--- src/dtpn_pkg.sv ---
// Shared types, constants and month lookup for the date text parser.
`default_nettype none

package dtpn_pkg;

	localparam int unsigned CharW   = 8;
	localparam int unsigned AccW    = 14;
	localparam int unsigned MonthW  = 4;
	localparam int unsigned LenW    = 3;
	localparam int unsigned PackedW = 27;
	localparam int unsigned TdataW  = 32;
	localparam int unsigned NumMonths = 11;

	localparam logic [AccW-1:0]    AccMax      = AccW'(9999);
	localparam logic [CharW-1:0]   CharDash    = 8'h2D;
	localparam logic [CharW-1:0]   CharZero    = 8'h30;
	localparam logic [CharW-1:0]   CharNine    = 8'h39;
	localparam logic [LenW-1:0]    LenMonth    = LenW'(3);
	localparam logic [LenW-1:0]    LenMax      = LenW'(7);
	localparam logic [MonthW-1:0]  MonthOther  = MonthW'(12);

	// Three lower-case letters per month, first letter in the top byte.
	localparam logic [3*CharW-1:0] MonthNames [NumMonths] = '{
		24'h6A616E, 24'h666562, 24'h6D6172, 24'h617072,
		24'h6D6179, 24'h6A756E, 24'h6A756C, 24'h617567,
		24'h736570, 24'h6F6374, 24'h6E6F76
	};

	// Field currently being parsed.
	typedef enum logic [2:0] {
		PH_DAY   = 3'b001,
		PH_MONTH = 3'b010,
		PH_YEAR  = 3'b100
	} phase_t;

	// Final field values of one date string.
	typedef struct packed {
		logic [AccW-1:0]   day;
		logic [MonthW-1:0] month;
		logic [AccW-1:0]   year;
		logic              err;
	} date_fields_t;

	// Month number 1..11 for jan..nov, 12 for anything else.
	function automatic logic [MonthW-1:0] month_code(input logic [3*CharW-1:0] letters,
	                                                 input logic [LenW-1:0] len);
		logic [MonthW-1:0] code;
		code = MonthOther;
		if (len == LenMonth) begin
			for (int k = 0; k < NumMonths; k++) begin
				if (letters == MonthNames[k]) begin
					code = MonthW'(k + 1);
				end
			end
		end
		return code;
	endfunction

	// Decimal accumulate with saturation.
	function automatic logic [AccW-1:0] add_digit(input logic [AccW-1:0] acc,
	                                              input logic [CharW-1:0] c);
		logic [AccW+3:0] v;
		v = ({4'd0, acc} * (AccW+4)'(10)) + (AccW+4)'(c - CharZero);
		return (v > (AccW+4)'(AccMax)) ? AccMax : v[AccW-1:0];
	endfunction

endpackage

`default_nettype wire

--- src/date_text_to_packed_number.sv ---
// Top level of the date text parser: input register, field tracking and packing stages.
`default_nettype none

// Parses a date string of the form day-month-year, one character per item on the
// slave stream, with tlast on the final character. Each string yields one result item
// carrying day + month*100 + year*10000 (month 1..11 for jan..nov, 12 otherwise), or
// zero with the error flag set when a number field held a non-digit or a dash was
// missing. One character is taken every cycle while the output side keeps up. After
// its final character is accepted, the input register takes the character, the field
// register then captures the fields, and the output register then loads the packing
// multiply-add; a stall on the output side can hold the last two steps.
module date_text_to_packed_number import dtpn_pkg::*; (
	input  wire logic              clk,
	input  wire logic              arst_n,
	input  wire logic              s_tvalid,
	output logic                   s_tready,
	input  wire logic [CharW-1:0]  s_tdata,   // [7:0] char_code
	input  wire logic              s_tlast,   // last_char
	output logic                   m_tvalid,
	input  wire logic              m_tready,
	output logic [TdataW-1:0]      m_tdata,   // [26:0] packed_date, [31:27] zero
	output logic [0:0]             m_tuser    // [0] format_error
);

	logic               valid_s1;
	logic [CharW-1:0]   char_s1;
	logic               last_s1;
	logic               valid_s2;
	date_fields_t       fields_s2;
	date_fields_t       fields_new;
	logic [PackedW-1:0] packed_q;
	logic               err_q;
	logic               ready_s3;
	logic               ready_s2;
	logic               step_s1;
	logic               move_s2;
	logic [PackedW-1:0] packed_calc;

	// Handshake between stages; non-final characters need no room downstream.
	assign ready_s3 = !m_tvalid || m_tready;
	assign move_s2  = valid_s2 && ready_s3;
	assign ready_s2 = !valid_s2 || ready_s3;
	assign step_s1  = valid_s1 && (!last_s1 || ready_s2);
	assign s_tready = !valid_s1 || step_s1;

	// Input register.
	always_ff @(posedge clk or negedge arst_n) begin
		if (!arst_n) begin
			valid_s1 <= 1'b0;
		end else if (s_tready) begin
			valid_s1 <= s_tvalid;
		end
	end

	always_ff @(posedge clk) begin
		if (s_tready && s_tvalid) begin
			char_s1 <= s_tdata;
			last_s1 <= s_tlast;
		end
	end

	dtpn_fields u_fields (
		.clk       (clk),
		.arst_n    (arst_n),
		.step      (step_s1),
		.char_code (char_s1),
		.last_char (last_s1),
		.fields    (fields_new)
	);

	// Capture the finished fields of a string.
	always_ff @(posedge clk or negedge arst_n) begin
		if (!arst_n) begin
			valid_s2 <= 1'b0;
		end else if (ready_s2) begin
			valid_s2 <= step_s1 && last_s1;
		end
	end

	always_ff @(posedge clk) begin
		if (ready_s2 && step_s1 && last_s1) begin
			fields_s2 <= fields_new;
		end
	end

	// Pack the fields into one number.
	always_comb begin
		packed_calc = PackedW'(fields_s2.day)
		            + PackedW'(fields_s2.month) * PackedW'(100)
		            + PackedW'(fields_s2.year) * PackedW'(10000);
		if (fields_s2.err) begin
			packed_calc = '0;
		end
	end

	// Output register.
	always_ff @(posedge clk or negedge arst_n) begin
		if (!arst_n) begin
			m_tvalid <= 1'b0;
		end else if (ready_s3) begin
			m_tvalid <= valid_s2;
		end
	end

	always_ff @(posedge clk) begin
		if (move_s2) begin
			packed_q <= packed_calc;
			err_q    <= fields_s2.err;
		end
	end

	assign m_tdata = {(TdataW-PackedW)'(0), packed_q};
	assign m_tuser = err_q;

endmodule

`default_nettype wire

--- src/dtpn_fields.sv ---
// Per-character field tracking: day and year accumulators, month letters, error flag.
`default_nettype none

module dtpn_fields import dtpn_pkg::*; (
	input  wire logic               clk,
	input  wire logic               arst_n,
	input  wire logic               step,
	input  wire logic [CharW-1:0]   char_code,
	input  wire logic               last_char,
	output date_fields_t            fields
);

	phase_t              phase_q, phase_d;
	logic [AccW-1:0]     day_q, day_d;
	logic [AccW-1:0]     year_q, year_d;
	logic [3*CharW-1:0]  letters_q, letters_d;
	logic [LenW-1:0]     len_q, len_d;
	logic                err_q, err_d;
	logic                is_digit;
	logic                is_dash;

	assign is_digit = char_code inside {[CharZero:CharNine]};
	assign is_dash  = (char_code == CharDash);

	// Next state after this character.
	always_comb begin
		phase_d   = phase_q;
		day_d     = day_q;
		year_d    = year_q;
		letters_d = letters_q;
		len_d     = len_q;
		err_d     = err_q;
		case (phase_q)
			PH_DAY: begin
				if (is_dash) begin
					phase_d = PH_MONTH;
				end else if (is_digit) begin
					day_d = add_digit(day_q, char_code);
				end else begin
					err_d = 1'b1;
				end
			end
			PH_MONTH: begin
				if (is_dash) begin
					phase_d = PH_YEAR;
				end else begin
					if (len_q < LenMonth) begin
						letters_d = {letters_q[2*CharW-1:0], char_code};
					end
					if (len_q < LenMax) begin
						len_d = len_q + LenW'(1);
					end
				end
			end
			default: begin
				if (is_digit) begin
					year_d = add_digit(year_q, char_code);
				end else begin
					err_d = 1'b1;
				end
			end
		endcase
	end

	// Final field values, valid when this character ends the string.
	always_comb begin
		fields.day   = day_d;
		fields.month = month_code(letters_d, len_d);
		fields.year  = year_d;
		fields.err   = err_d || (phase_d == PH_DAY) || (phase_d == PH_MONTH);
	end

	// Parser state; the end of a string returns it to the day field.
	always_ff @(posedge clk or negedge arst_n) begin
		if (!arst_n) begin
			phase_q   <= PH_DAY;
			day_q     <= '0;
			year_q    <= '0;
			letters_q <= '0;
			len_q     <= '0;
			err_q     <= 1'b0;
		end else if (step) begin
			if (last_char) begin
				phase_q   <= PH_DAY;
				day_q     <= '0;
				year_q    <= '0;
				letters_q <= '0;
				len_q     <= '0;
				err_q     <= 1'b0;
			end else begin
				phase_q   <= phase_d;
				day_q     <= day_d;
				year_q    <= year_d;
				letters_q <= letters_d;
				len_q     <= len_d;
				err_q     <= err_d;
			end
		end
	end

endmodule

`default_nettype wire

--- config.mk ---
export PLATFORM = sky130hd
export DESIGN_NAME = date_text_to_packed_number
export DESIGN_NICKNAME = d
export VERILOG_FILES = /design/src/dtpn_pkg.sv /design/src/date_text_to_packed_number.sv /design/src/dtpn_fields.sv
export SDC_FILE = /design/constraint.sdc
export NUM_CORES = 1
export LEC_CHECK = 0
export BUFFER_PORTS_ARGS = -buffer_cell sky130_fd_sc_hd__buf_2
export CAP_MARGIN = 10
export CORE_ASPECT_RATIO = 0.75
export CORE_MARGIN = 2
export CORE_UTILIZATION = 35
export DETAILED_ROUTE_END_ITERATION = 12
export PLACE_DENSITY = 0.62
export RECOVER_POWER = 25
export SKIP_LAST_GASP = 1
export SLEW_MARGIN = 10
export SYNTH_ARGS = -nofsm -noshare
export SYNTH_HDL_FRONTEND = slang
export SYNTH_HIERARCHICAL = 1
export SYNTH_SLANG_ARGS = --single-unit
--- constraint.sdc ---
create_clock -name clk -period 6.5 [get_ports clk]
set_input_delay 1.3 -clock clk [delete_from_list [all_inputs] [get_ports clk]]
set_output_delay 1.3 -clock clk [all_outputs]
set_load 0.02 [all_outputs]
==> results.yml <==
sta:
  setup_viol: 0
  period_needed_ns: 5.45
  hold_violations: 0
  clock_skew_ns: 0.00929
  drv_slew: 63
  tightest_slew_ns: 3.60
  timing.fmax_mhz: 184
  maxSlewHeadroom_pct: -140
  fin_crit_sh_pct: 83.8
  rsz0062_at_grt: "false"
  tns_ns: 0
finish:
  drive_above_1_share_pct: 8.98
  num_antenna_cells: 0
  final_nets: 1618
  fill_cells: 3545
  area_delta_synth_final_pct: 10.0
critical_path:
  regToRegEndpoint: "packed_q[26]$_SDFFCE_PP0P_"
  timing.rr.start: "fields_s2[10]$_DFFE_PP_"
  arrival_ns: 5.59
  r2r_slack_ns: 1.05
  slowest_stage: "fa_1"
  critPathLaunchType: "flop"
  worstPathCellList: "inv_1, fa_1, inv_1, ha_1, fa_1, ha_1, inv_1, fa_1, inv_1, ha_1, a21oi_1, o21ai_1, a221oi_1, nor3b_1, o2111a_1, and4_4, a311o_1, a21oi_1"
  critPathKind: "flop to flop"
  worst-path-max-fanout: 10
  critPathMaxStageDelay_ns: 0.50
  cp.required_ns: 6.64
  path_common_cell: "inv_1"
  ff2ff_path_depth: 18
  worstSetupEndpointType: "flop"
synth:
  synth_edf_count: 70
  synth_top_area_share_pct: 17.1
  synth.area.top_cells: "ha_1 (17%), edfxtp_1 (17%), dfrtp_1 (12%), fa_1 (6.6%), inv_1 (4.4%)"
  syn-cell-area_um2: 12700
  synthDominantAreaCellType: "ha_1"
  ys_seq_area_share_pct: 28.8
  ys_types: 101
  ys_ff_latch: 132
  synth_ff_type: "edfxtp_1"
  postSynthAreaPerCell_um2: 9.35
  yosysWarnings: 6
  synth_cells: 1357
  async_flop_share_pct: 47.0
min_path:
  hold_path.class: "flop to flop"
  holdCritStartpoint: "valid_s2$_DFFE_PN0P_"
  hold_path_depth: 2
  hold_end: "m_tvalid$_DFFE_PN0P_"
pwr:
  ir_drop_mv: 0.152
  p_per_area_nw_per_um2: 251
  leakage_nw: 6.43
  p_total_mw: 3.50
floorplan:
  die-area_um2: 37800
  core_area_um2: 35800
  fp-row-count: 60
  die_y_um: 169
  io_pins: 48
  fp.dieW_um: 224
  start_util_pct: 35.5
clock_tree:
  cts.reportedPaths.clkPinSlew_ns: 0.06
  ctsResizeCount: 0
  cts_tree: "done"
  cts_sinks: 132
  cts_buffer_depth: 2
  postCtsHoldBufs: 0
  cts_setup_buffers: 0
  cts_inserted_buffers: 17
  cts_root_buf: "clkbuf_16"
  cts_max_level: 4
  worstSkewPairLatency_ns: 0.44
placement:
  gp_congestion: 0.874
  place.port_buffers: 42
  place_hpwl_mm: 24.1
global_route:
  gr-total-overflow: 0
  grt_pass1_wl_mm: 50.7
  grtUsageTotal_pct: 16.7
  grt_pass1_vias: 9724
  antenna_found_initial: 1
  grt_max_degree: 63
drt:
  drcViolationCount: 0
  ant_nets: 0
  vias: 10100
  wl_per_cell_um: 16.4
  drtIter0Drc: 695
  avgViaCountPerCell: 5.42
  first_pass_iters: 6
  drt-total-wl_mm: 30.6
status:
  status: "finished, violations left"
  violations: "capacitance limit, slew limit"
run:
  max-cap-violations: 1
-- sequential cells by signal (all words and copies together) (netlist names) --
| signal | flops |
|---|---|
| fields_s2 | 33 |
| valid_s1 | 1 |
| u_fields/phase_q | 3 |
| u_fields/len_q | 3 |
| m_tvalid | 1 |
| u_fields/err_q | 1 |
| packed_q | 27 |
| m_tuser | 1 |
| char_s1 | 8 |
| u_fields/year_q | 14 |
| u_fields/letters_q | 24 |
| last_s1 | 1 |
| valid_s2 | 1 |
| u_fields/day_q | 14 |
-- per-layer routing --
| layer | share of wire, % | wire (um) | vias to the layer above | global-route usage [%] |
|---|---|---|---|---|
| li1 | - | - | 5047 | - |
| met1 | 51 | 15700 | 4757 | 24.8 |
| met2 | 42 | 12800 | 281 | 24.8 |
| met3 | 5.7 | 1760 | 31 | 3.38 |
| met4 | 1.1 | 344 | 0 | 3.57 |
| met5 | 0 | 0 | - | 0 |
-- report_power, final --
group / total (mW) / internal [mW] / switching, mW
Sequential: 0.950 / 0.920 / 0.0298
Combinational: 1.59 / 0.628 / 0.961
Clock: 0.962 / 0.577 / 0.385
-- worst max-delay path: cells and delay by family (launching register included) --
family / cells / cell delay [ns]
AND/OR/NAND/NOR: 2 / 0.72
AO/OA/AOI/OAI: 6 / 1.25
buffers and inverters: 4 / 0.29
adder cells (fa/ha/maj): 6 / 2.46
flip-flops: 1 / 0.43
-- cell usage after synthesis, types with 4 or more instances --
library cell	count
xnor2_1	45
a2111oi_0	5
o21ai_1	11
a21boi_0	5
nand3_1	29
and3b_1	4
xor2_1	33
a41oi_1	12
nand4_1	16
fa_1	42
nor4_1	12
nor2_1	110
nand2b_1	16
nand2_1	59
a211oi_1	12
a21o_1	16
nor3b_1	8
buf_2	10
o41ai_1	10
nor2b_1	18
a21oi_1	99
a41o_1	4
dfrtp_1	61
and2_1	7
o21bai_1	9
o31ai_1	6
a32o_1	15
buf_1	4
o211ai_1	6
ha_1	173
o21ai_0	54
edfxtp_1	70
a22o_1	30
or4_1	5
buf_4	8
inv_1	150
and3_1	6
or3_1	7
o21a_1	9
a31oi_1	20
or2_2	5
nor3_1	24
clkbuf_1	20
-- layout by cell type, fill, tap and decap left out, types with 20 or more instances in the layout --
cell type | synthesis | routed
ha_1 | 173 | 173
inv_1 | 150 | 150
nor2_1 | 110 | 108
a21oi_1 | 99 | 99
edfxtp_1 | 70 | 70
dfrtp_1 | 61 | 61
nand2_1 | 59 | 59
o21ai_0 | 54 | 54
xnor2_1 | 45 | 44
fa_1 | 42 | 42
buf_2 | 10 | 42
xor2_1 | 33 | 33
a22o_1 | 30 | 30
nand3_1 | 29 | 29
nor3_1 | 24 | 24
a31oi_1 | 20 | 20
-- metrics by stage --
| stage | hold slack, ns | setup slack [ns] | instances | cell area [um2] | util (%) |
|---|---|---|---|---|---|
| finish | 0.474 | 1.05 | 1868 | 14000 | 39.0 |
| global route | 0.532 | 0.634 | 1868 | 14000 | 39.0 |
| CTS | 0.479 | 1.03 | 1868 | 14000 | 39.0 |
| detailed placement | 0.465 | 1.05 | 1836 | 13400 | 37.4 |
| global placement | 0.453 | 1.20 | 1836 | 13400 | 37.4 |
| floorplan | 0.424 | 1.51 | 1361 | 12700 | - |
-- cells by family after synthesis --
| kind of cell | share of synthesized area (%) |
|---|---|
| DFF | 28.8 |
| adders and majority gates | 23.7 |
| other | 0.0295 |
| buffers and inverters | 6.38 |
| AOI/OAI and AO/OA | 20.4 |
| muxes | 0.325 |
| and+or+nand+nor | 15.1 |
| xor gates and xnor gates | 5.38 |
-- worst max path at each step --
stage	from	end	depth (start not counted)
finish	fields_s2[10]$_DFFE_PP_	packed_q[26]$_SDFFCE_PP0P_	18
detailed placement	fields_s2[9]$_DFFE_PP_	packed_q[26]$_SDFFCE_PP0P_	18
CTS	fields_s2[10]$_DFFE_PP_	packed_q[26]$_SDFFCE_PP0P_	18
floorplan	fields_s2[4]$_DFFE_PP_	packed_q[26]$_SDFFCE_PP0P_	20
global placement	fields_s2[9]$_DFFE_PP_	packed_q[26]$_SDFFCE_PP0P_	18
global route	fields_s2[10]$_DFFE_PP_	packed_q[26]$_SDFFCE_PP0P_	18
-- layout make-up --
cell class	instances	area, um2	share of cell area (%)
clock buffer	18	439	3.14
clock inverter	14	150	1.07
inverter	152	571	4.08
multi-input combinational	1031	8260	59.1
sequential	132	3650	26.2
tap	465	582	4.16
timing repair buffer	56	312	2.23
(Power assumes the default switching activity.)
